**src/rtl/bir_ram.sv**
```systemverilog
// Generic single-write, single-read synchronous RAM with a registered read.
`default_nettype none
module bir_ram #(
	parameter int WIDTH = 8,
	parameter int DEPTH = 256
) (
	input  wire logic                     clk,
	input  wire logic                     we,
	input  wire logic [$clog2(DEPTH)-1:0] waddr,
	input  wire logic [WIDTH-1:0]         wdata,
	input  wire logic [$clog2(DEPTH)-1:0] raddr,
	output logic      [WIDTH-1:0]         rdata
);
	logic [WIDTH-1:0] mem_q [DEPTH];

	always_ff @(posedge clk) begin
		if (we) begin
			mem_q[waddr] <= wdata;
		end
		rdata <= mem_q[raddr];
	end
endmodule
`default_nettype wire

```
**config.mk**
```make
export PLATFORM = sky130hd
export DESIGN_NAME = bir_ram
export DESIGN_NICKNAME = d
export VERILOG_FILES = /design/src/rtl/bir_ram.sv
export SDC_FILE = /design/constraint.sdc
export NUM_CORES = 2
export LEC_CHECK = 0
export BUFFER_PORTS_ARGS = -buffer_cell sky130_fd_sc_hd__buf_4
export CORE_MARGIN = 2
export CORE_UTILIZATION = 60
export CTS_CLUSTER_SIZE = 25
export DETAILED_ROUTE_END_ITERATION = 10
export PLACE_DENSITY = 0.77
export SLEW_MARGIN = 30
export SYNTH_ARGS = -nofsm -noshare
export SYNTH_HDL_FRONTEND = slang
export SYNTH_SLANG_ARGS = --single-unit
```
**constraint.sdc**
```tcl
create_clock -name clk -period 3.05 [get_ports clk]
set_clock_uncertainty 0.05 [all_clocks]
set_input_delay 0.61 -clock clk [delete_from_list [all_inputs] [get_ports clk]]
set_output_delay 0.61 -clock clk [all_outputs]
set_load 0.02 [all_outputs]
```
== Word level (Yosys, flattened, before mapping) ==
Memories as Yosys holds them, arrays and structs flattened. A register that Yosys moved wholly into a read port is not among the register bits.
Cells that the tools add are included.

* Memories: 1
* Output and inout port bits: 8
* Logic and storage cells: 3
* RAM bits: 2048
* Bits in registers: 0
* Input port bits: 26

* Mux-type cells: 2

{| class="wikitable"
|+ Memory list
! memory !! depth !! bits a word !! read ports !! clocked after memory_dff !! write ports !! RTL line !! text
|-
| mem_q || 256 || 8 || 1 || 1 || 1 || 14 || <nowiki>logic [WIDTH-1:0] mem_q [DEPTH];</nowiki>
|}

{| class="wikitable"
|+ Operators with widths
! operator !! number
|-
| two-way mux 1 bit || 2
|}

== Longest topological paths before layout ==
* Word-level depth: 2
* Mapped depth: 11

== Worst setup path after synthesis ==
No wires, ideal clock.

* Kind: input port to flip-flop
* Start: in raddr[0]
* End: reg rdata[2] (read register of mem_q)
* Slack: 452 ps
* Required time: 2869 ps
* Arrival: 2417 ps
* Setup time: 131 ps
* Stages: 9
* Cells stage by stage: buf_6 -> buf_12 -> buf_8 -> buf_2 -> mux4_2 -> a22oi_1 -> a21oi_1 -> nor4_1 -> nor4_2

{| class="wikitable"
|+ RTL lines
! what !! RTL line !! text
|-
| start: declaration || 11 || <nowiki>input wire logic [$clog2(DEPTH)-1:0] raddr,</nowiki>
|-
| end: declaration || 12 || <nowiki>output logic [WIDTH-1:0] rdata</nowiki>
|}

==> summary.txt <==
Setup path
  • Register-to-Register Path Depth: 8
  • Arrival @ worst endpoint: 3.77 ns
  • Worst-path maximum fanout: 23
  • Crit path launch type: primary input
  • CP required: roughly 3.7 ns
  • Worst setup EP type: flip-flop
  • WS Path Type: primary input to flip-flop

Route
  • Initial DRT Pass Iterations: 6
  • Wirelength, routed: approximately 210 mm
  • Via Count: roughly 43,000
  • DRC: 0
  • Number of nets still failing antenna checks after routing: 0
  • Vias per Instance: ~7
  • Initial drt markers: ~6,300
  • Wire per inst: roughly 33 µm

Run
  • Max-cap violations: 0

Synthesis
  • Mapped Area: roughly 0.080 mm²
  • Post-synthesis sequential area ratio: 0.775
  • Syn avg cell area: 21.3 µm²
  • Post-Synthesis Cells: 3,733
  • Most common library cells after synthesis: edfxtp_1, mux4_2, nor2_1
  • Synth Area in Adders: 0
  • Synth Flop Type: edfxtp_1
  • Synth area leaders: edfxtp_1, mux4_2, mux2i_1, nor2_1, a22oi_1
  • Simple-gate share of the synthesized area: 0.0263
  • Main combinational cell family by area after synthesis: multiplexers
  • Synth unique cells: 55
  • Number of synthesized flops with an enable pin: between 2,000 and 2,500
  • Yosys top cell area share: 0.773
  • Post-synthesis mux area share: 0.146
  • Post-synthesis xor/xnor area fraction: 0
  • Synth area leader: edfxtp_1
  • Yosys reg bits: 2,056
  • Count leader, synth: edfxtp_1
  • Number of warning messages in the yosys log: 0
  • Post-synthesis compound-gate area fraction: 0.0342
  • Syn Nets: between 3,000 and 4,000
  • Asr flop ratio synth: 0

Placed design
  • Place WS: -0.559 ns
  • Routability congestion estimate: between 0.9 and 1
  • Placed wire-length estimate: ~120 mm
  • Port bufs: 33

STA
  • Unrepaired setup endpoints after global routing: false
  • Worst slew pin tran: about 1.1 ns
  • Fmax: around 320 MHz
  • Fin crit share: 1.01
  • Setup WS post-layout: -0.0346 ns
  • Setup TNS: -0.0346 ns
  • Final setup viols: 1
  • Crit path time final: approximately 3.1 ns
  • Final Hold Fails: 0
  • Pins Over Slew Limit: 0
  • Worst slew margin: 0.246

Layout
  • Final net count: between 4,000 and 5,000
  • Final core utilization: 0.705
  • Fraction of layout cells with a size suffix above 1: 0.314
  • Filler Cell Count: between 7,000 and 8,000
  • Area of the multi-input gates: ~0.016 mm²
  • Area growth syn-to-layout: 16.5%
  • Register area: slightly above 0.06 mm²

Floorplanning
  • Die Area: ~0.14 mm²
  • IO Pins: 34
  • Die X: around 370 µm
  • Die H: between 300 and 400 µm
  • Core area: between 0.1 and 0.15 mm²
  • Initial core utilization: 0.605
  • Row count: 133

Global routing
  • GR Util All Layers: 0.306
  • Vias in the first global route: about 43,000
  • Global-route wire length before repair: roughly 300 mm
  • Largest net degree at the start of global routing: 130
  • Antenna violations before repair: 4
  • GRT Residual Overflow: 0

Clock network
  • Cts repair resizes: 0
  • Max clock buf depth: 3
  • Clock Latency Late Sink: 0.85 ns
  • CTS H-tree lvls: 4
  • TritonCTS buffer count: around 190
  • CTS clk-pin slew, worst paths: about 0.060 ns
  • Root buf cell: clkbuf_16
  • Num Clock Sinks: just over 2,000
  • Post CTS Setup Buffer Count: 0
  • CTS tree: yes

Hold path
  • Hold path cells: 1
  • Hold WC Path Type: primary input to flip-flop

Pwr
  • P_leak: between 30 and 40 nW
  • Pwr Density: about 640 mW/mm²
  • Peak supply drop: around 0.00066 V

Outcome
  • Status: complete, but fails checks
  • Failing checks: negative setup slack
[layout make-up]
cell class / count / share of cell area
Sequential cell: 2056 / 0.665
Tap cell: 1755 / 0.0237
Timing Repair Buffer: 662 / 0.0633
Multi-Input combinational cell: 1442 / 0.178
Inverter: 2 / 0.0000810
Clock inverter: 111 / 0.0140
Clock buffer: 240 / 0.0556
Antenna cell: 3 / 0.0000810
[metrics by stage]
step / power [mW] / area (µm²) / instances / hold slack (ns)
CTS: 59.0 / 92700 / 6268 / 0.213
global placement: 34.9 / 86200 / 5916 / 0.814
global route: 60.1 / 92700 / 6268 / 0.260
finish: 58.9 / 92700 / 6271 / 0.251
floorplan: 33.3 / 79600 / 3733 / 0.659
detailed placement: 34.9 / 86200 / 5916 / 0.814
[placed cells by master (no fill, tap or decap), types with 37 or more instances in the layout]
cell type,count
a21oi_1,96
a22oi_1,133
buf_12,66
buf_4,585
clkbuf_1,37
clkbuf_16,197
edfxtp_1,2048
mux2i_1,134
mux4_2,454
nor2_1,279
o221ai_1,46
[where the power goes]
part | switching [mW] | internal, mW
combinational | 1.96 | 1.26
clock | 10.6 | 13.9
sequential | 0.0633 | 31.1
[routing by layer]
metal | track usage | up-vias | share of wire
met5 | 0 | - | 0.00011
met4 | 0.133 | 4 | 0.047
met3 | 0.0767 | 541 | 0.12
met2 | 0.479 | 3183 | 0.48
met1 | 0.414 | 22006 | 0.35
li1 | - | 16938 | -
[path summary, 6_finish.rpt]
kind	start	slack, ns	to
min reg2reg	mem_q[36][6]	1.10	rdata[6]
min	wdata[4]	0.25	mem_q[85][4]
max reg2reg	mem_q[101][7]	0.27	rdata[7]
max	raddr[0]	-0.03	rdata[7]
[logic make-up after synthesis]
group / after synthesis
AO/OA/AOI/OAI: 385
buffers and inverters: 235
flip-flops: 2056
multiplexers: 591
AND/OR/NAND/NOR: 466
[registers in the layout, summed over array words and instances (netlist names)]
register / flops
mem_q: 2048
rdata: 8
[worst max-delay path, cell delays in order]
cell and delay (ns):
buf_8 0.27, buf_12 0.25, buf_12 0.24, buf_4 0.17, mux2i_1 0.27, o22ai_1 0.13
o21ai_0 0.32, nand3_1 0.15, nor4_1 0.99, buf_4 0.25, nor4_1 0.05
[repair_timing]
item                                    4_1_cts  5_1_grt
hold endpoints to repair                      3        0
hold buffers                                  1        0
endpoints found under the setup margin        0        0
Note: power is estimated with default switching activity, not from simulation.
