`src/rtl/bir_pkg.sv`:
```
// Shared constants, types and the axis mapping function of the bilinear resampler.
`default_nettype none
package bir_pkg;
	localparam int MAX_WIDTH    = 128;
	localparam int MAX_HEIGHT   = 128;
	localparam int MAX_CHANNELS = 4;
	localparam int MAX_TARGET   = 1024;

	localparam int X_W     = $clog2(MAX_WIDTH);
	localparam int Y_W     = $clog2(MAX_HEIGHT);
	localparam int C_W     = $clog2(MAX_CHANNELS);
	localparam int COORD_W = (X_W > Y_W) ? X_W : Y_W;
	localparam int D_W     = $clog2(MAX_TARGET);
	localparam int SCALE_W = 23;
	localparam int T_W     = D_W + 1 + SCALE_W;
	localparam int IP_W    = T_W - 17;
	localparam int BANK_AW = (Y_W - 1) + (X_W - 1) + C_W;
	localparam int BANK_DEPTH = 2 ** BANK_AW;

	localparam logic       REQ_STORE = 1'b0;
	localparam logic       REQ_READ  = 1'b1;
	localparam logic [1:0] ST_OK     = 2'd0;
	localparam logic [1:0] ST_RANGE  = 2'd1;
	localparam logic [1:0] ST_EMPTY  = 2'd2;

	typedef enum logic [2:0] {
		REG_SRC_WIDTH  = 3'd0,
		REG_SRC_HEIGHT = 3'd1,
		REG_CHANNELS   = 3'd2,
		REG_TARGET     = 3'd3,
		REG_SCALE_X    = 3'd4,
		REG_SCALE_Y    = 3'd5,
		REG_READY      = 3'd6
	} reg_idx_t;

	typedef struct packed {
		logic         req_type;
		logic [6:0]   src_x;
		logic [6:0]   src_y;
		logic [9:0]   dst_x;
		logic [9:0]   dst_y;
		logic [1:0]   channel;
		logic [7:0]   sample;
	} req_t;

	typedef struct packed {
		logic [15:0]  value_q8;
		logic [1:0]   status;
	} res_t;

	typedef struct packed {
		logic [7:0]          src_width;
		logic [7:0]          src_height;
		logic [2:0]          channel_count;
		logic [10:0]         grid_side;
		logic [SCALE_W-1:0]  scale_x_q16;
		logic [SCALE_W-1:0]  scale_y_q16;
		logic                image_ready;
	} cfg_t;

	typedef struct packed {
		logic [COORD_W-1:0] lo;
		logic [COORD_W-1:0] hi;
		logic [15:0]        w;
	} axis_t;

	// t is (2d+1)*scale in Q.17; n is the saturated axis length.
	function automatic axis_t map_axis(input logic [T_W-1:0] t, input logic [7:0] n);
		axis_t a;
		logic [T_W-1:0]  u;
		logic [IP_W-1:0] ip;
		logic [7:0]      nm1;
		nm1 = n - 8'd1;
		u   = t - T_W'(65536);
		ip  = u[T_W-1:17];
		a   = '0;
		if (t < T_W'(65536)) begin
			a.lo = '0;
			a.hi = (n > 8'd1) ? COORD_W'(1) : '0;
		end else if (ip >= IP_W'(nm1)) begin
			a.lo = COORD_W'(nm1);
			a.hi = COORD_W'(nm1);
		end else begin
			a.lo = COORD_W'(ip);
			a.hi = COORD_W'(ip + IP_W'(1));
			a.w  = u[16:1];
		end
		return a;
	endfunction
endpackage
`default_nettype wire

```
`src/rtl/bir_blend.sv`:
```
// Two-stage bilinear blend of the four neighbour samples with rounding to Q8.8.
`default_nettype none
module bir_blend import bir_pkg::*; (
	input  wire logic        clk,
	input  wire logic        arst_n,
	input  wire logic        valid,
	input  wire logic [1:0]  status,
	input  wire logic [7:0]  p00,
	input  wire logic [7:0]  p10,
	input  wire logic [7:0]  p01,
	input  wire logic [7:0]  p11,
	input  wire logic [15:0] wx,
	input  wire logic [15:0] wy,
	output logic             done,
	output res_t             result
);
	logic [16:0] ax, bx, ay, by;
	logic [23:0] top_s4, bot_s4;
	logic [16:0] ay_s4, by_s4;
	logic [1:0]  status_s4;
	logic        valid_s4;
	logic [40:0] acc;
	res_t        result_s5;
	logic        valid_s5;

	assign ax  = 17'd65536 - 17'(wx);
	assign bx  = 17'(wx);
	assign ay  = 17'd65536 - 17'(wy);
	assign by  = 17'(wy);
	assign acc = 41'(top_s4) * 41'(ay_s4) + 41'(bot_s4) * 41'(by_s4) + 41'd8388608;

	always_ff @(posedge clk or negedge arst_n) begin
		if (!arst_n) begin
			valid_s4 <= 1'b0;
			valid_s5 <= 1'b0;
		end else begin
			valid_s4 <= valid;
			valid_s5 <= valid_s4;
		end
	end

	always_ff @(posedge clk) begin
		top_s4    <= 24'(25'(p00) * 25'(ax) + 25'(p10) * 25'(bx));
		bot_s4    <= 24'(25'(p01) * 25'(ax) + 25'(p11) * 25'(bx));
		ay_s4     <= ay;
		by_s4     <= by;
		status_s4 <= status;
		result_s5.status   <= status_s4;
		result_s5.value_q8 <= (status_s4 == ST_OK) ? acc[39:24] : 16'd0;
	end

	assign done   = valid_s5;
	assign result = result_s5;
endmodule
`default_nettype wire
```
`config.mk`:
```
export PLATFORM = sky130hd
export DESIGN_NAME = bir_blend
export DESIGN_NICKNAME = d
export VERILOG_FILES = /design/src/rtl/bir_pkg.sv /design/src/rtl/bir_blend.sv
export SDC_FILE = /design/constraint.sdc
export NUM_CORES = 2
export LEC_CHECK = 0
export BUFFER_PORTS_ARGS = -buffer_cell sky130_fd_sc_hd__buf_2
export CORE_MARGIN = 4
export CORE_UTILIZATION = 40
export DETAILED_ROUTE_END_ITERATION = 16
export SETUP_SLACK_MARGIN = 0.1
export SLEW_MARGIN = 0
export SYNTH_ARGS = -nofsm -noshare
export SYNTH_HDL_FRONTEND = slang
export SYNTH_SLANG_ARGS = --single-unit
```
`constraint.sdc`:
```
create_clock -name clk -period 6.5 [get_ports clk]
set_input_delay 0.325 -clock clk [delete_from_list [all_inputs] [get_ports clk]]
set_output_delay 0.325 -clock clk [all_outputs]
set_load 0.01 [all_outputs]
```
; After elaboration in Yosys (flattened, before gate mapping)
; Index checks and enable logic that the tools add are counted.
[classes]
add_sub_neg = 6
n_mul = 6
reduce_logical = 1
[op_table]
columns = operator, n
row1 = adder 24 bit, 2
row2 = multiplier 8 x 16 -> 24 bit, 2
row3 = multiplier 8 x 17 -> 24 bit, 2
row4 = adder 40 x 24 -> 40 bit (second input constant), 1
row5 = adder 40 bit, 1
row6 = multiplier 24 x 16 -> 40 bit, 1
row7 = multiplier 24 x 17 -> 40 bit, 1
row8 = subtractor 17 x 16 -> 17 bit (first input constant), 2
row9 = zero test 2 bit, 1
[totals]
regBits = 103
output_inout_bits = 19
wordCells = 22

; Longest topological paths before layout
[depth]
word_depth = 3
depth_mapped = 28
mapped_depth_nobuf = 26

; Worst setup path before layout
; No wires, ideal clock.
[synth_path]
kind = register -> register
start = reg ay_s4[0]
end = reg result_s5, in the netlist result[17]
setup_time_ps = 134
arrival_ps = 6939
t_required_ps = 6366
setup_slack_ps = -574
stages_incl_launch_ff = 27
cell_sequence = dfxtp_1 > clkbuf_1 > clkbuf_1 > and2_1 > fa_1 > inv_1 > fa_1 > inv_1 > fa_1 > fa_1 > inv_1 > fa_1 > fa_1 > inv_1 > fa_1 > inv_1 > fa_1 > inv_1 > ha_1 > a211oi_2 > nand2_1 > or3_1 > o211ai_2 > a41oi_2 > a41o_1 > o311ai_0 > o31ai_1
[synth_via]
elab_chain_len = 3
[synth_lines]
columns = element, line
row1 = "start, declared", bir_blend.sv:19  ; logic [16:0] ay_s4, by_s4;
row2 = "start signal, assigned", bir_blend.sv:45  ; ay_s4 <= ay;
row3 = multiplier 24 x 17 -> 40 bit, bir_blend.sv:30  ; assign acc = 41'(top_s4) * 41'(ay_s4) + 41'(bot_s4) * 41'(by_s4) + 41'd8388608;
row4 = adder 40 bit, bir_blend.sv:30
row5 = adder 40 x 24 -> 40 bit, bir_blend.sv:30
row6 = "end, declared", bir_blend.sv:23  ; res_t result_s5;
; No other way between the ends.
; A chain may end at the register's enable or synchronous reset.

; Worst setup path in the final report
[layout_path]
start = reg bot_s4[3]
end = reg result_s5, in the netlist result[16]
[layout_via]
elab_chain_len = 3
[layout_lines]
columns = element, line
row1 = "start, declared", bir_blend.sv:18  ; logic [23:0] top_s4, bot_s4;
row2 = "start signal, assigned", bir_blend.sv:44  ; bot_s4 <= 24'(25'(p01) * 25'(ax) + 25'(p11) * 25'(bx));
row3 = multiplier 24 x 16 -> 40 bit, bir_blend.sv:30
row4 = adder 40 bit, bir_blend.sv:30
row5 = adder 40 x 24 -> 40 bit, bir_blend.sv:30
; No other way between the ends.

==> results.yml <==
floorplan:
  std_cell_rows: 121
  initial_core_util: 0.4032
  die_h_um: 339.5
  die_width_um: 339.5
  coreArea_sq_mm: 0.1090
  ioPinCount: 88
  die_area_sq_mm: 0.1153
global_route:
  grt_max_degree: 33
  grt_pass1_vias: 34860
  grt_pass1_wl_um: 189000
  grtUsageTotal: 0.2068
  grt-ovfl-total: 0
  antenna_found_initial: 4
cts:
  root_buffer: "clkbuf_16"
  insertion_delay_ns: 0.42
  numCtsBuffers: 9
  clock-sinks: 102
  cts_buffer_depth: 2
  clk_pin_slew_ns: 0.10
  cts_tree: "yes"
  htree_levels: 3
job:
  drv_cap: 0
synth:
  synthTopCellsByArea: "fa_1, ha_1, inv_1"
  synth_ff_type: "dfxtp_1"
  ys_warn_count: 0
  synth_xor_area_frac: 0.01753
  synth_top_cell_area_share: 0.5151
  ys_types: 67
  ys_seq_elements: 102
  syn_inst: 4808
  synth_largest_area_cell: "fa_1"
  postSynthAreaPerCell_sq_um: 9.142
  synth_fa_ha_area_frac: 0.6201
  synth_simple_gate_area_share: 0.1677
  synth_compound_area_frac: 0.02439
  muxShareOfSynthArea: 0.001366
  synth_edf_count: 0
  synth_nets: 6377
  ys_seq_area_frac: 0.04668
  synthArstFlopShare: 0.01961
  synthesis.area_sq_mm: 0.04396
  synth_top_family_by_area: "adder cells"
worst_setup_path:
  critPathKind: "reg2reg"
  reg2reg_slack_ns: -0.65
  reg2reg_depth: 26
  timing.rr.end: "result[16]$_SDFF_PP0_"
  cp-end-kind: "flop"
  rr_startpoint: "bot_s4[3]$_DFF_P_"
  crit_required_ns: 6.78
  path_max_fanout: 5
  cp-start-kind: "flop"
  crit_arrival_ns: 7.43
final_layout:
  areaGrowthSynthToFinish_pct: 16.79
  fin_nets: 6762
  finalCoreUtilization: 0.4710
  fin_cells: 6615
  multi_input_area_sq_mm: 0.03780
  layout.area.seq_sq_mm: 0.002183
  num-fill-cells: 10420
  drive_gt1_frac: 0.1716
drt:
  drtIter0Drc: 1331
  firstDrtPassIters: 5
  detailroute.wirelength.met3_um: 3816
  vias_per_cell: 4.843
  routed_wl_um: 114900
  postRouteAntennaNets: 0
  wl_met2_um: 60170
  routedWlPerCell_um: 17.37
  vias: 32040
  drc_errors: 0
  m1WireLength_um: 48470
  top_layer_used: "met5"
hold_path:
  min_from: "wy[5]"
  hold_path_class: "in2reg"
  worst_hold_path.endpoint: "by_s4[5]$_DFF_P_"
  hold_depth: 1
sta:
  rsz0062_at_grt: "true"
  fmax_ghz: 0.1399
  max-slew-margin-rel: 0.5751
  fin_crit_ns: 7.148
  hold_slack_ns: 0.07225
  fin_skew_ns: 0.02151
  fin_ws_ns: -0.6475
  period_share: 1.100
  tightest_slew_ns: 0.6350
  hold_viol_final: 0
  maxSlewViolCount: 0
  setup_viol: 16
place:
  numPortBuffers: 87
  place_ws_ns: -1.026
  gp_congestion: 0.8625
  dpl.cell_count: 6533
  detailed_place_hpwl_um: 101300
run_status:
  violations: "setup timing"
  outcome: "finished with violations"
-- worst max path at each step --
stage | from | end | slack, ns | cells after the start
global route | bot_s4[3]$_DFF_P_ | result[16]$_SDFF_PP0_ | -0.85 | 26
CTS | ay_s4[0]$_DFF_P_ | result[16]$_SDFF_PP0_ | -0.68 | 27
detailed placement | top_s4[12]$_DFF_P_ | result[14]$_SDFF_PP0_ | -1.03 | 22
global placement | top_s4[12]$_DFF_P_ | result[14]$_SDFF_PP0_ | -1.01 | 22
finish | bot_s4[3]$_DFF_P_ | result[16]$_SDFF_PP0_ | -0.65 | 26
floorplan | by_s4[10]$_DFF_P_ | result[17]$_SDFF_PP0_ | -0.22 | 25
-- cells by family after synthesis --
| logic type | after synthesis |
|---|---|
| mux | 6 |
| fa+ha+maj | 1500 |
| buf+inv | 1430 |
| compound gates | 158 |
| flops | 102 |
| simple gates | 1527 |
| xor+xnor | 85 |
-- worst max-delay path: stages (launching register included) --
cell and delay (ns):
dfxtp_4 0.37, and2_4 0.16, fa_1 0.54, inv_2 0.04
fa_1 0.51, inv_2 0.04, fa_1 0.48, fa_1 0.52
fa_1 0.57, inv_2 0.06, fa_1 0.54, inv_1 0.06
fa_1 0.47, inv_1 0.05, fa_1 0.55, inv_2 0.07
ha_4 0.25, a211oi_2 0.19, nand2_1 0.10, or3_1 0.39
o211ai_2 0.16, buf_6 0.14, a41oi_4 0.12, a41o_1 0.27
buf_6 0.15, a211oi_2 0.18, nor3_1 0.06
-- layout by cell type, fill, tap and decap left out, types with 11 or more instances in the layout --
| cell | count |
|---|---|
| xor2_1 | 21 |
| a21oi_2 | 11 |
| nor3_1 | 28 |
| dfxtp_1 | 43 |
| buf_12 | 30 |
| ha_4 | 26 |
| fa_1 | 1106 |
| a21o_1 | 20 |
| o21ai_0 | 11 |
| inv_2 | 37 |
| nand2_2 | 20 |
| dfxtp_2 | 33 |
| buf_4 | 422 |
| nand3_1 | 17 |
| buf_2 | 85 |
| and2_1 | 519 |
| nand2_1 | 799 |
| a21oi_1 | 29 |
| buf_6 | 32 |
| and2_4 | 24 |
| ha_1 | 342 |
| xnor2_1 | 50 |
| fa_2 | 25 |
| dfxtp_4 | 24 |
| nor2_1 | 34 |
| inv_1 | 1187 |
-- flip-flops by register name, indices dropped and copies added, names as in the netlist --
register and count:
bot_s4 24, top_s4 24, result 18, ay_s4 17
by_s4 15, status_s4 2, done 1, valid_s4 1
-- Yosys cell counts (4+ instances only) --
cell,instances
inv_1,1225
fa_1,1131
nand2_1,821
and2_1,544
ha_1,369
clkbuf_1,197
dfxtp_1,100
xnor2_1,58
a21oi_1,45
nor2_1,38
nor3_1,38
xor2_1,25
nand3_1,23
o21ai_0,22
a21o_1,20
or3_1,12
o21bai_1,11
a211oi_1,9
a31oi_1,8
o21a_1,8
nor2b_1,7
and3_1,6
buf_1,6
mux2i_1,6
nand4_1,6
nand2b_1,5
nor4_1,5
or2_2,5
a211o_1,4
o31ai_1,4
or4_1,4
-- timing repair --
| action | 4_1_cts | 5_1_grt |
|---|---|---|
| setup endpoints to repair | 24 | 29 |
| pin swaps | 110 | 134 |
| buffers inserted | 42 | 18 |
| hold buffers | 4 | 0 |
| resized for setup | 179 | 143 |
| endpoints found under the hold margin | 5 | 0 |
-- metal layers --
metal,vias to the layer above,GRT usage
li1,14550,-
met1,16820,0.2729
met2,557,0.3721
met3,103,0.01780
met4,4,0.04382
met5,-,0
-- per-stage QoR --
stage	instance area, sq um	setup TNS (ns)
after CTS	50670	-8.810
after floorplan	44770	-1.042
after global placement	49400	-16.93
final	51340	-8.134
after detailed placement	49400	-18.09
after global routing	51330	-12.03
-- layout make-up --
cell class                      instances  area share
Antenna cell                            3   0.0001462
Clock buffer                            9    0.004387
Clock inverter                          7    0.001730
Inverter                             1225     0.08962
Multi-Input combinational cell       3276      0.7362
Sequential cell                       102     0.04253
Tap cell                             1414     0.03446
Timing Repair Buffer                  579     0.09088
Power is not shown: default switching activity piles up to over one toggle a cycle in this logic, so the estimate is an artifact.
