$ cat config.mk
export PLATFORM = sky130hd
export DESIGN_NAME = bir_cfg
export DESIGN_NICKNAME = d
export VERILOG_FILES = /design/src/rtl/bir_pkg.sv /design/src/rtl/bir_cfg.sv
export SDC_FILE = /design/constraint.sdc
export NUM_CORES = 1
export LEC_CHECK = 0
export BUFFER_PORTS_ARGS = -buffer_cell sky130_fd_sc_hd__buf_2
export CORE_ASPECT_RATIO = 1.2
export CORE_MARGIN = 1.5
export CORE_UTILIZATION = 45
export DETAILED_ROUTE_END_ITERATION = 6
export PLACE_DENSITY_LB_ADDON = 0.08
export SETUP_SLACK_MARGIN = 0.05
export SLEW_MARGIN = 10
export SYNTH_ARGS = -nofsm -noshare
export SYNTH_HDL_FRONTEND = slang
export SYNTH_SLANG_ARGS = --single-unit
export TNS_END_PERCENT = 100
$ cat constraint.sdc
create_clock -name clk -period 1.1 [get_ports clk]
set_input_delay 0.11 -clock clk [delete_from_list [all_inputs] [get_ports clk]]
set_output_delay 0.11 -clock clk [all_outputs]
set_load 0.01 [all_outputs]
$ cat src/rtl/bir_pkg.sv
// Shared constants, types and the axis mapping function of the bilinear resampler.
`default_nettype none
package bir_pkg;
	localparam int MAX_WIDTH    = 128;
	localparam int MAX_HEIGHT   = 128;
	localparam int MAX_CHANNELS = 4;
	localparam int MAX_TARGET   = 1024;

	localparam int X_W     = $clog2(MAX_WIDTH);
	localparam int Y_W     = $clog2(MAX_HEIGHT);
	localparam int C_W     = $clog2(MAX_CHANNELS);
	localparam int COORD_W = (X_W > Y_W) ? X_W : Y_W;
	localparam int D_W     = $clog2(MAX_TARGET);
	localparam int SCALE_W = 23;
	localparam int T_W     = D_W + 1 + SCALE_W;
	localparam int IP_W    = T_W - 17;
	localparam int BANK_AW = (Y_W - 1) + (X_W - 1) + C_W;
	localparam int BANK_DEPTH = 2 ** BANK_AW;

	localparam logic       REQ_STORE = 1'b0;
	localparam logic       REQ_READ  = 1'b1;
	localparam logic [1:0] ST_OK     = 2'd0;
	localparam logic [1:0] ST_RANGE  = 2'd1;
	localparam logic [1:0] ST_EMPTY  = 2'd2;

	typedef enum logic [2:0] {
		REG_SRC_WIDTH  = 3'd0,
		REG_SRC_HEIGHT = 3'd1,
		REG_CHANNELS   = 3'd2,
		REG_TARGET     = 3'd3,
		REG_SCALE_X    = 3'd4,
		REG_SCALE_Y    = 3'd5,
		REG_READY      = 3'd6
	} reg_idx_t;

	typedef struct packed {
		logic         req_type;
		logic [6:0]   src_x;
		logic [6:0]   src_y;
		logic [9:0]   dst_x;
		logic [9:0]   dst_y;
		logic [1:0]   channel;
		logic [7:0]   sample;
	} req_t;

	typedef struct packed {
		logic [15:0]  value_q8;
		logic [1:0]   status;
	} res_t;

	typedef struct packed {
		logic [7:0]          src_width;
		logic [7:0]          src_height;
		logic [2:0]          channel_count;
		logic [10:0]         grid_side;
		logic [SCALE_W-1:0]  scale_x_q16;
		logic [SCALE_W-1:0]  scale_y_q16;
		logic                image_ready;
	} cfg_t;

	typedef struct packed {
		logic [COORD_W-1:0] lo;
		logic [COORD_W-1:0] hi;
		logic [15:0]        w;
	} axis_t;

	// t is (2d+1)*scale in Q.17; n is the saturated axis length.
	function automatic axis_t map_axis(input logic [T_W-1:0] t, input logic [7:0] n);
		axis_t a;
		logic [T_W-1:0]  u;
		logic [IP_W-1:0] ip;
		logic [7:0]      nm1;
		nm1 = n - 8'd1;
		u   = t - T_W'(65536);
		ip  = u[T_W-1:17];
		a   = '0;
		if (t < T_W'(65536)) begin
			a.lo = '0;
			a.hi = (n > 8'd1) ? COORD_W'(1) : '0;
		end else if (ip >= IP_W'(nm1)) begin
			a.lo = COORD_W'(nm1);
			a.hi = COORD_W'(nm1);
		end else begin
			a.lo = COORD_W'(ip);
			a.hi = COORD_W'(ip + IP_W'(1));
			a.w  = u[16:1];
		end
		return a;
	endfunction
endpackage
`default_nettype wire

$ cat src/rtl/bir_cfg.sv
// Register file behind the APB-style configuration port.
`default_nettype none
module bir_cfg import bir_pkg::*; (
	input  wire logic        clk,
	input  wire logic        arst_n,
	input  wire logic        psel,
	input  wire logic        penable,
	input  wire logic        pwrite,
	input  wire logic [4:0]  paddr,
	input  wire logic [31:0] pwdata,
	output logic      [31:0] prdata,
	output cfg_t             cfg
);
	cfg_t     cfg_q;
	reg_idx_t idx;

	assign idx = reg_idx_t'(paddr[4:2]);
	assign cfg = cfg_q;

	always_ff @(posedge clk or negedge arst_n) begin
		if (!arst_n) begin
			cfg_q.src_width     <= 8'd0;
			cfg_q.src_height    <= 8'd0;
			cfg_q.channel_count <= 3'd3;
			cfg_q.grid_side     <= 11'd224;
			cfg_q.scale_x_q16   <= SCALE_W'(65536);
			cfg_q.scale_y_q16   <= SCALE_W'(65536);
			cfg_q.image_ready   <= 1'b0;
		end else if (psel && penable && pwrite) begin
			unique case (idx)
				REG_SRC_WIDTH:  cfg_q.src_width     <= pwdata[7:0];
				REG_SRC_HEIGHT: cfg_q.src_height    <= pwdata[7:0];
				REG_CHANNELS:   cfg_q.channel_count <= pwdata[2:0];
				REG_TARGET:     cfg_q.grid_side     <= pwdata[10:0];
				REG_SCALE_X:    cfg_q.scale_x_q16   <= pwdata[SCALE_W-1:0];
				REG_SCALE_Y:    cfg_q.scale_y_q16   <= pwdata[SCALE_W-1:0];
				REG_READY:      cfg_q.image_ready   <= pwdata[0];
				default: ;
			endcase
		end
	end

	always_comb begin
		unique case (idx)
			REG_SRC_WIDTH:  prdata = {24'd0, cfg_q.src_width};
			REG_SRC_HEIGHT: prdata = {24'd0, cfg_q.src_height};
			REG_CHANNELS:   prdata = {29'd0, cfg_q.channel_count};
			REG_TARGET:     prdata = {21'd0, cfg_q.grid_side};
			REG_SCALE_X:    prdata = 32'(cfg_q.scale_x_q16);
			REG_SCALE_Y:    prdata = 32'(cfg_q.scale_y_q16);
			REG_READY:      prdata = {31'd0, cfg_q.image_ready};
			default:        prdata = 32'd0;
		endcase
	end
endmodule
`default_nettype wire

# --- After elaboration in Yosys (flattened, before gate mapping) ---
# Cells that the tools add are included.
word_totals:
  register_bits: 77
  inputBits: 42
  output_inout_bits: 109
  word_cells: 24
classes:
  n_eq_ne: 6
  mux: 1
  n_reduce_logical: 10
ops:
  columns: ["cell", "n"]
  rows:
  - ["case mux 23 bit (7 select lines)", 1]
  - ["AND reduction 2 bit", 7]
  - ["== test 3 bit (second input constant)", 3]
  - ["== test 3 x 2 -> 1 bit (second input constant)", 2]
  - ["== test 3 x 1 -> 1 bit (second input constant)", 1]
  - ["zero test 3 bit", 1]
  - ["logical AND 1 bit", 2]

# --- Longest topological paths before layout ---
# Gate-level depths: netlist of the first run.
logic_depth:
  depth_word: 3
  ltp_mapped: 6
  depth_no_buf: 3

# --- Worst setup path before layout of the first run ---
# Ideal clock, no wire load.
synth_path:
  path_type: "input port to flip-flop"
  from: "input paddr[4]"
  to: "register cfg_q (netlist bit cfg[47])"
  setup_time_ns: 0.125
  t_arrival_ns: 1.086
  t_required_ns: 0.975
  path_slack_ns: -0.110
  stages: 5
  n_path_buf: 2
  path_cell_list: "buf_4 > nand2b_1 > nor2_1 > buf_4 > mux2_2"
synth_between:
  elab_chain_cells: 2
synth_lines:
  columns: ["element", "line", "text"]
  rows:
  - ["from (decl)", "bir_cfg.sv:9", "input wire logic [4:0] paddr,"]
  - ["== test 3 x 2 -> 1 bit", "bir_cfg.sv:30", "unique case (idx)"]
  - ["AND reduction 2 bit (no source line)", null, null]
  - ["to (decl)", "bir_cfg.sv:14", "cfg_t cfg_q;"]
# Every way passes these cells.
# A chain may end at the register's enable or synchronous reset.

# --- Worst setup path after layout of the first run ---
layout_path:
  from: "register cfg_q (netlist bit cfg[71])"
  to: "output prdata[2]"
layout_between:
  elab_chain_cells: 1
layout_lines:
  columns: ["element", "line", "text"]
  rows:
  - ["case mux 23 bit (7 select lines)", "bir_cfg.sv:44", "unique case (idx)"]
  - ["to (decl)", "bir_cfg.sv:11", "output logic [31:0] prdata,"]
# Every way passes these cells.

==> metrics.yaml, run 1 <==
status: "finished, violations left"
violations: "negative setup slack"
nets: 561
synthesis.area_um2: 3740
finalPower_w: 0.0102
rows: 36
synth.distinct_cells: 36
max_freq_mhz: 659
synth_compound_area_frac: 0.0361
path_class: "register to primary output"
p_clk_frac: 0.217
wl_per_cell_um: 18.0
die_area_um2: 8880
synthAdderAreaFrac: 0
clkTransAtPathRegs_ns: 0.07
start_util: 0.462
port_buffers: 130
rsz0062_at_grt: "true"
fin_skew_ns: 0
cp_max_fo: 2
wl_um: 11100
yosys.area.top_type: "dfrtp_1"
dp_hpwl_um: 6900
synth_top_family_by_area: "multiplexers"
met3_usage: 0.0480
drt_iter0_markers: 86
synthXorXnorAreaFrac: 0
synthSimpleGateAreaFrac: 0.0792
hold_viol: 0
path_cells: "mux2_4 -> a21oi_2 -> o221ai_2 -> buf_2"
cts_htree_levels: 3
clk_path_buf_depth: 2
grt-ovfl-total: 0
die_w_um: 86.3
fillers: 509
grt_max_degree: 38
grt_usage: 0.238
syn_inst: 280
p_int_w: 0.00719
die_y_um: 103
power_density_nw_per_um2: 1610
synth_top_area_share: 0.468
register_area_um2: 1940
first_pass_iters: 4
grt_pass1_wl_um: 15700
setup_viol_count_final: 43
ys_seq_area_frac: 0.517
pwr-share-seq: 0.381
clock-sinks: 77
fin_util: 0.779
grt.busiest_layer: "met2"
worst_path_largest_cell_delay_ns: 0.41
drv_cap: 0
clockRootBuffer: "clkbuf_8"
critPathSlowestCell: "dfrtp_1"
met2_usage: 0.403
ios: 151
place_congestion: 0.808
syn2layout_area_growth_pct: 68.9
final_common_cell: "buf_6"
drc_errors: 0
crit_required_ns: 0.99
antenna_left: 0
combPwrFrac: 0.402
synth_warnings: 0
multi_input_area_um2: 1920
cellLeakagePower_nw: 3.25
grtUsageMet1: 0.293
insertion_delay_ns: 0.35
final-instance-count-excl-fill: 619
fin_crit_sh: 1.38
cts_inserted_buffers: 9
synth_area_leaders: "dfrtp_1, mux2_2, mux2i_1, mux2_1, dfstp_2"
antenna_found_initial: 0
cts_tree: "built"
slew_violations: 0
vias: 3139
placed_cells: 535
via_per_inst: 5.07
synthMuxAreaShare: 0.315
layout_setup_ws_ns: -0.417
grt_pass1_vias: 3102
coreArea_um2: 8110
drive_above_1_share: 0.693
whs_ns: 0.0157
critical_path_arrival_ns: 1.41
crit_path_start_kind: "register"
largest_reg_flops: 77
setup_tns_ns: -5.99
diodes: 0
postSynthAreaPerCell_um2: 13.4
p_sw_frac: 0.292
irDropWorstVdd_mv: 1.09
min_period_ns: 1.52
end_kind: "primary output"
hold_path.class: "input port to register"
mostFrequentLayoutCells: "buf_6, buf_2, dfrtp_1"
netSwitchingPower_w: 0.00297
synth.ff_latch_count: 77
==> cell usage after synthesis (all sizes together) <==
| cell | number |
|---|---|
| mux2i | 29 |
| a2bb2oi | 4 |
| dfstp | 7 |
| o21a | 1 |
| and3b | 1 |
| clkbuf | 1 |
| and3 | 2 |
| nand4b | 1 |
| buf | 24 |
| o22ai | 1 |
| nor3b | 1 |
| nand4 | 1 |
| nor2 | 21 |
| a21oi | 6 |
| nand2 | 12 |
| mux2 | 79 |
| inv | 1 |
| o221ai | 2 |
| nand3b | 1 |
| nand2b | 2 |
| nor3 | 2 |
| and4b | 1 |
| conb | 1 |
| a211o | 1 |
| o21ai | 6 |
| nand3 | 2 |
| dfrtp | 70 |
==> area by class of cell <==
cell class | instances | area share
clock inverter | 4 | 0.00752
inverter | 1 | 0.000594
sequential | 77 | 0.306
multi-input combinational | 185 | 0.304
clock buffer | 12 | 0.0245
tap | 95 | 0.0188
timing repair buffer | 245 | 0.338
==> final timing paths <==
check	cells after the start	slack [ns]	startpoint	to
worst min register to register	1	0.53	cfg[56]	cfg[56]
worst min-delay path	2	0.02	pwdata[17]	cfg[41]
max in group asynchronous	3	0.31	arst_n	cfg[17]
worst max register to register	3	0.08	cfg[34]	cfg[34]
worst max-delay path	4	-0.42	cfg[71]	prdata[2]
min in group asynchronous	2	0.21	arst_n	cfg[46]
==> per-stage QoR <==
| stage | worst slack, ns | instance area (um^2) |
|---|---|---|
| 3_5_place_dp | -0.247 | 5060 |
| 4_1_cts | -0.417 | 6010 |
| 3_3_place_gp | -0.234 | 5060 |
| 6_report | -0.417 | 6320 |
| 2_1_floorplan | -0.0766 | 4050 |
| 5_1_grt | -0.488 | 6320 |
==> critical path, delay by kind of cell (launching register included) <==
kind	cells	cell delay (ns)
compound gates	2	0.22
buf+inv	1	0.14
flops	1	0.41
mux	1	0.29
==> per-layer routing <==
metal	vias to the layer above	wire length, um
li1	1455	-
met1	1557	4570
met2	103	5830
met3	24	433
met4	0	284
met5	-	0
==> cells by family (layout without fill, tap and decap cells) <==
kind of cell,after synthesis,count (layout)
AND/OR/NAND/NOR,47,47
multiplexers,108,108
buffers and inverters,26,262
other,1,9
flip-flops,77,77
AO/OA/AOI/OAI,21,21
==> power by group through the flow <==
| stage | combinational (W) | sequential, W | clock [W] |
|---|---|---|---|
| detailed placement | 0.00262 | 0.00390 | 0 |
| finish | 0.00409 | 0.00387 | 0.00220 |
| global placement | 0.00257 | 0.00388 | 0 |
| CTS | 0.00365 | 0.00382 | 0.00223 |
| floorplan | 0.00119 | 0.00411 | 0 |
| global route | 0.00434 | 0.00393 | 0.00238 |
==> repair_timing <==
item	in CTS	in global routing
pin swaps	9	6
hold endpoints to repair	67	1
setup endpoints to repair	42	80
hold buffers	8	1
setup buffers	36	30
resized for setup	86	31
Note: power is estimated with default switching activity, not from simulation.
==> run 2, diff against run 1 <==
ABC_AREA = 1   (was unset)
==> run 2 against run 1 <==
Compared with the run above:
- the flow still finishes with violations (negative setup slack)
- maximum frequency rose by 11%
- synthesized cell count up 65%
- area after synthesis grew 1.5%
- largest cell class is now flip-flops and latches
- largest power group is now sequential cells
- highest routed layer unchanged
==> metrics.yaml, run 2 <==
status: "finished, violations left"
violations: "negative setup slack"
drv_cap: 0  # unchanged
drc_errors: 0  # unchanged
clk_path_buf_depth: 2  # unchanged
grt-ovfl-total: 0  # unchanged
place_congestion: 0.856  # +5.8%
cellLeakagePower_nw: 3.06  # -6.1%
vias: 3806  # +21%
met2_usage: 0.420  # +0.0169
synth.distinct_cells: 24  # -33%
dp_hpwl_um: 7870  # +14%
path_class: "register to primary output"
ys_seq_area_frac: 0.510  # -0.00767
min_period_ns: 1.37  # -0.145 ns
fin_crit_sh: 1.25  # -0.132
ios: 151  # unchanged
hold_viol: 0  # unchanged
met3_usage: 0.0382  # -0.00979
grt_pass1_wl_um: 17800  # +13%
synthesis.area_um2: 3800  # +1.5%
critical_path_arrival_ns: 1.26  # -0.15 ns
synth_flop_cell: "dfrtp_1"
synth-edff-count: 0  # unchanged
crit_required_ns: 0.99  # about the same
yosys.area.top_type: "dfrtp_1"
grt_max_degree: 31  # -18%
grt_pass1_vias: 3614  # +17%
irDropWorstVdd_mv: 1.38  # +26%
setup_viol_count_final: 35  # -19%
mostFrequentLayoutCells: "nand2_1, buf_2, dfrtp_1"
place_ws_ns: -0.128  # +0.119 ns
port_buffers: 130  # unchanged
power_density_nw_per_um2: 1600  # -0.45%
antenna_found_initial: 0  # unchanged
cts_htree_levels: 3  # unchanged
syn2layout_area_growth_pct: 49.2
grt.busiest_layer: "met2"
max_freq_mhz: 729  # +11%
drt_iter0_markers: 180  # +110%
final_common_cell: "nand2_1"
cts_tree: "built"
yosysMostFrequentCell: "nand2_1"
end_kind: "primary output"
layout_setup_ws_ns: -0.272  # +0.145 ns
wl_per_cell_um: 14.3  # -20%
nets: 705  # +26%
diodes: 0  # unchanged
antenna_left: 0  # unchanged
clock-sinks: 77  # unchanged
fillers: 679  # +33%
synth_warnings: 0  # unchanged
die_y_um: 104  # +0.72%
clockRootBuffer: "clkbuf_8"
synth_area_leaders: "dfrtp_1, nand2_1, o21ai_0, inv_1, dfstp_2"
die_w_um: 86.9  # +0.72%
slew_violations: 0  # unchanged
cp_max_fo: 2  # unchanged
clkTransAtPathRegs_ns: 0.08  # about the same
yosys-top-cells-count: "nand2_1, dfrtp_1, o21ai_0"
wl_um: 11200  # +0.54%
postSynthAreaPerCell_um2: 8.22  # -38%
fin_skew_ns: 0  # unchanged
first_pass_iters: 4  # unchanged
syn_inst: 462  # +65%
coreArea_um2: 8150  # +0.56%
die_area_um2: 9000  # +1.4%
setup_tns_ns: -3.72  # +2.27 ns
start_util: 0.466  # +0.00436
largest_reg_flops: 77  # unchanged
crit_path_start_kind: "register"
grt_usage: 0.249  # +0.0110
synth_top_area_share: 0.461  # -0.00694
drive_above_1_share: 0.422  # -0.271
grtUsageMet1: 0.325  # +0.0319
rows: 36  # unchanged
cts_inserted_buffers: 9  # unchanged
via_per_inst: 4.87  # -4.0%
hold_path.class: "input port to register"
insertion_delay_ns: 0.34  # about the same
rrSetupSlack_ns: 0.12  # +0.04 ns
finalPower_w: 0.00907  # -11%
synth.ff_latch_count: 77  # unchanged
async_flop_share: 1.00  # unchanged
rsz0062_at_grt: "true"
==> run 2: kinds of logic (layout without fill, tap and decap cells) <==
| family | Yosys count | in the layout | share of synthesized area |
|---|---|---|---|
| AOI/OAI and AO/OA | 89 | 89 | 0.130 |
| and+or+nand+nor | 210 | 210 | 0.249 |
| DFF | 77 | 77 | 0.510 |
| buffers and inverters | 85 | 283 | 0.110 |
| other | 1 | 9 | 0.000987 |
==> run 2: final cells by class <==
type,instances,area (um^2),share of cell area
repair buffers,214,1610,0.285
clock inverters,5,58.8,0.0104
flip-flops and latches,77,1940,0.342
inverters,53,199,0.0351
well taps,114,143,0.0252
multi-input cells,308,1580,0.278
clock buffers,11,141,0.0249
==> run 2: critical path, stage by stage, from the launching register on <==
cell and delay, ns:
dfstp_2 0.55, nand3_1 0.08, nand2_1 0.07, inv_1 0.03, nand2_1 0.06, buf_2 0.12
==> run 2: final timing paths <==
kind	start	end	cells after the start
max	cfg[59]	prdata[1]	5
min	pwdata[10]	cfg[34]	3
max reg2reg	cfg[41]	cfg[41]	5
min reg2reg	cfg[53]	cfg[53]	2
max in group asynchronous	arst_n	cfg[40]	3
min in group asynchronous	arst_n	cfg[47]	2
==> run 2: metrics by stage <==
stage	hold WS, ns	instance area, um^2	instances	utilization
2_1_floorplan	-0.186	3900	470	-
3_3_place_gp	0.0292	4890	721	0.599
3_5_place_dp	0.0298	4890	721	0.599
4_1_cts	0.0127	5510	772	0.676
5_1_grt	0.0274	5670	782	0.695
6_report	0.0174	5670	782	0.695
==> run 2: what timing repair did <==
action / in CTS / in global routing
setup buffers: 20 / 14
endpoints found under the hold margin: 94 / 0
pin swaps: 29 / 12
gates resized for setup: 41 / 30
setup endpoints to repair: 30 / 40
hold buffers: 15 / 0
==> run 2: power by group <==
group	total [W]	switching [W]	internal, W
Sequential	0.00392	0.000465	0.00345
Clock	0.00220	0.00108	0.00112
Combinational	0.00295	0.00150	0.00145
Total	0.00907	0.00305	0.00602
==> run 2: layer usage <==
layer	vias to the layer above	wire length [um]	part of all wire
li1	1871	-	-
met1	1799	4740	0.42
met2	121	5650	0.51
met3	15	577	0.052
met4	0	204	0.018
met5	-	0	0
==> run 3, diff against run 2 <==
ABC_AREA = 0   (was 1)
CORE_ASPECT_RATIO = 0.9   (was 1.2)
==> run 3 against run 2 <==
Compared with the run above:
- the run still ends with negative setup slack left
- register-to-register slack lost 0.04 ns
- routed wire length shrank 14%
- global-route usage shrank 3.4 points
- utilization grew 0.64 points
- cell count shrank 26%
- die area shrank 1.4%
- first-iteration DRC count shrank 61%
- sequential power shrank 1%
==> metrics.yaml, run 3 (same netlist as run 1, synthesis figures left out) <==
status: "finished, violations left"
violations: "negative setup slack"
insertion_delay_ns: 0.33  # about the same
place_congestion: 0.797  # -6.9%
clock-sinks: 77  # unchanged
diodes: 0  # unchanged
ff2ff_path_depth: 3  # -2
crit_path_start_kind: "register"
irDropWorstVdd_mv: 0.865  # -37%
nets: 513  # -27%
hold_viol: 0  # unchanged
critical_path_arrival_ns: 1.38  # +0.12 ns
grt_pass1_wl_um: 14700  # -17%
mostFrequentLayoutCells: "buf_2, dfrtp_1, mux2_4"
fin_skew_ns: 0  # unchanged
drc_errors: 0  # unchanged
largest_reg_flops: 77  # unchanged
first_pass_iters: 4  # unchanged
cts_tree: "built"
slew_violations: 0  # unchanged
r2r_start: "cfg[4]"
rrSetupSlack_ns: 0.08  # -0.04 ns
cp_max_fo: 2  # unchanged
rsz0062_at_grt: "true"
regToRegEndpoint: "cfg[4]"
clockRootBuffer: "clkbuf_8"
rows: 31  # -14%
antenna_found_initial: 0  # unchanged
drt_iter0_markers: 70  # -61%
setup_viol_count_final: 31  # -11%
hold_path.class: "input port to register"
die_w_um: 99.1  # +14%
syn2layout_area_growth_pct: 51.3
via_per_inst: 5.03  # +3.3%
wl_um: 9560  # -14%
hold_depth: 2  # -1
setup_tns_ns: -4.19  # -0.468 ns
wl_per_cell_um: 16.6  # +16%
ios: 151  # unchanged
final_common_cell: "buf_2"
crit_required_ns: 0.99  # about the same
start_util: 0.464  # -0.00207
grt_pass1_vias: 2728  # -25%
postLayoutCellArea_um2: 5660  # -0.13%
die_area_um2: 8870  # -1.4%
grt-ovfl-total: 0  # unchanged
clkTransAtPathRegs_ns: 0.08  # about the same
port_buffers: 130  # unchanged
max_freq_mhz: 672  # -7.9%
holdCritStartpoint: "pwdata[12]"
drv_cap: 0  # unchanged
clk_path_buf_depth: 2  # unchanged
place_ws_ns: -0.257  # -0.129 ns
grt_usage: 0.215  # -0.0340
grt_max_degree: 78  # +150%
whs_endpoint: "cfg[13]"
antenna_left: 0  # unchanged
fin_crit_sh: 1.35  # +0.106
drive_above_1_share: 0.679  # +0.256
dp_hpwl_um: 6710  # -15%
die_y_um: 89.5  # -14%
min_period_ns: 1.49  # +0.117 ns
layout_setup_ws_ns: -0.389  # -0.117 ns
end_kind: "primary output"
place_area_um2: 4970  # +1.8%
coreArea_um2: 8070  # -1.0%
cts_htree_levels: 3  # unchanged
vias: 2890  # -24%
cts_inserted_buffers: 9  # unchanged
cellLeakagePower_nw: 2.94  # -3.8%
path_class: "register to primary output"
power_density_nw_per_um2: 1620  # +1.4%
run 3: where the power goes:
| group | internal, W | switching [W] | leakage (nW) |
|---|---|---|---|
| logic | 0.00196 | 0.00126 | 1.88 |
| clock network | 0.00105 | 0.00104 | 0.0964 |
| registers | 0.00342 | 0.000459 | 0.968 |
| total | 0.00643 | 0.00275 | 2.94 |
run 3: area by class of cell:
class | instances | area [um^2]
multi-input cells | 185 | 1930
fillers | 618 | 2410
well taps | 99 | 124
clock inverters | 6 | 61.3
flip-flops and latches | 77 | 1940
clock buffers | 10 | 128
repair buffers | 197 | 1480
inverters | 1 | 3.75
run 3: what timing repair did:
item | 4_1_cts | 5_1_grt
hold buffers | 1 | 0
buffers inserted | 11 | 22
gates resized for setup | 46 | 26
endpoints found under the setup margin | 41 | 74
hold endpoints to repair | 70 | 0
pin swaps | 9 | 5
run 3: per-stage QoR:
| stage | hold slack, ns | total power (W) | util | instances |
|---|---|---|---|---|
| CTS | 0.000496 | 0.00895 | 0.676 | 558 |
| finish | 0.0130 | 0.00918 | 0.702 | 575 |
| detailed placement | 0.161 | 0.00646 | 0.617 | 533 |
| floorplan | -0.186 | 0.00530 | - | 288 |
| global route | 0.000140 | 0.00966 | 0.702 | 575 |
| global placement | 0.165 | 0.00641 | 0.617 | 533 |
run 3: layer usage:
metal  part of all wire  vias up  track usage
met5                  0        -            0
met4              0.015        0       0.0717
met3              0.042       10       0.0383
met2               0.46       86        0.321
met1               0.48     1426        0.320
li1                   -     1368            -
run 3: worst max path at each step:
stage                        start        end  slack [ns]  cells after the start
final                      cfg[71]  prdata[2]       -0.39                      4
after global placement    paddr[2]    cfg[45]       -0.24                      5
after detailed placement  paddr[2]  prdata[6]       -0.26                      6
after global routing       cfg[61]  prdata[0]       -0.46                      4
after CTS                  cfg[71]  prdata[2]       -0.39                      4
after floorplan           paddr[2]    cfg[26]       -0.08                      5
run 3: critical path: stages (launching register included):
cell	delay, ns
dfrtp_1	0.39
mux2_4	0.28
a21oi_2	0.14
o221ai_2	0.09
buf_2	0.15
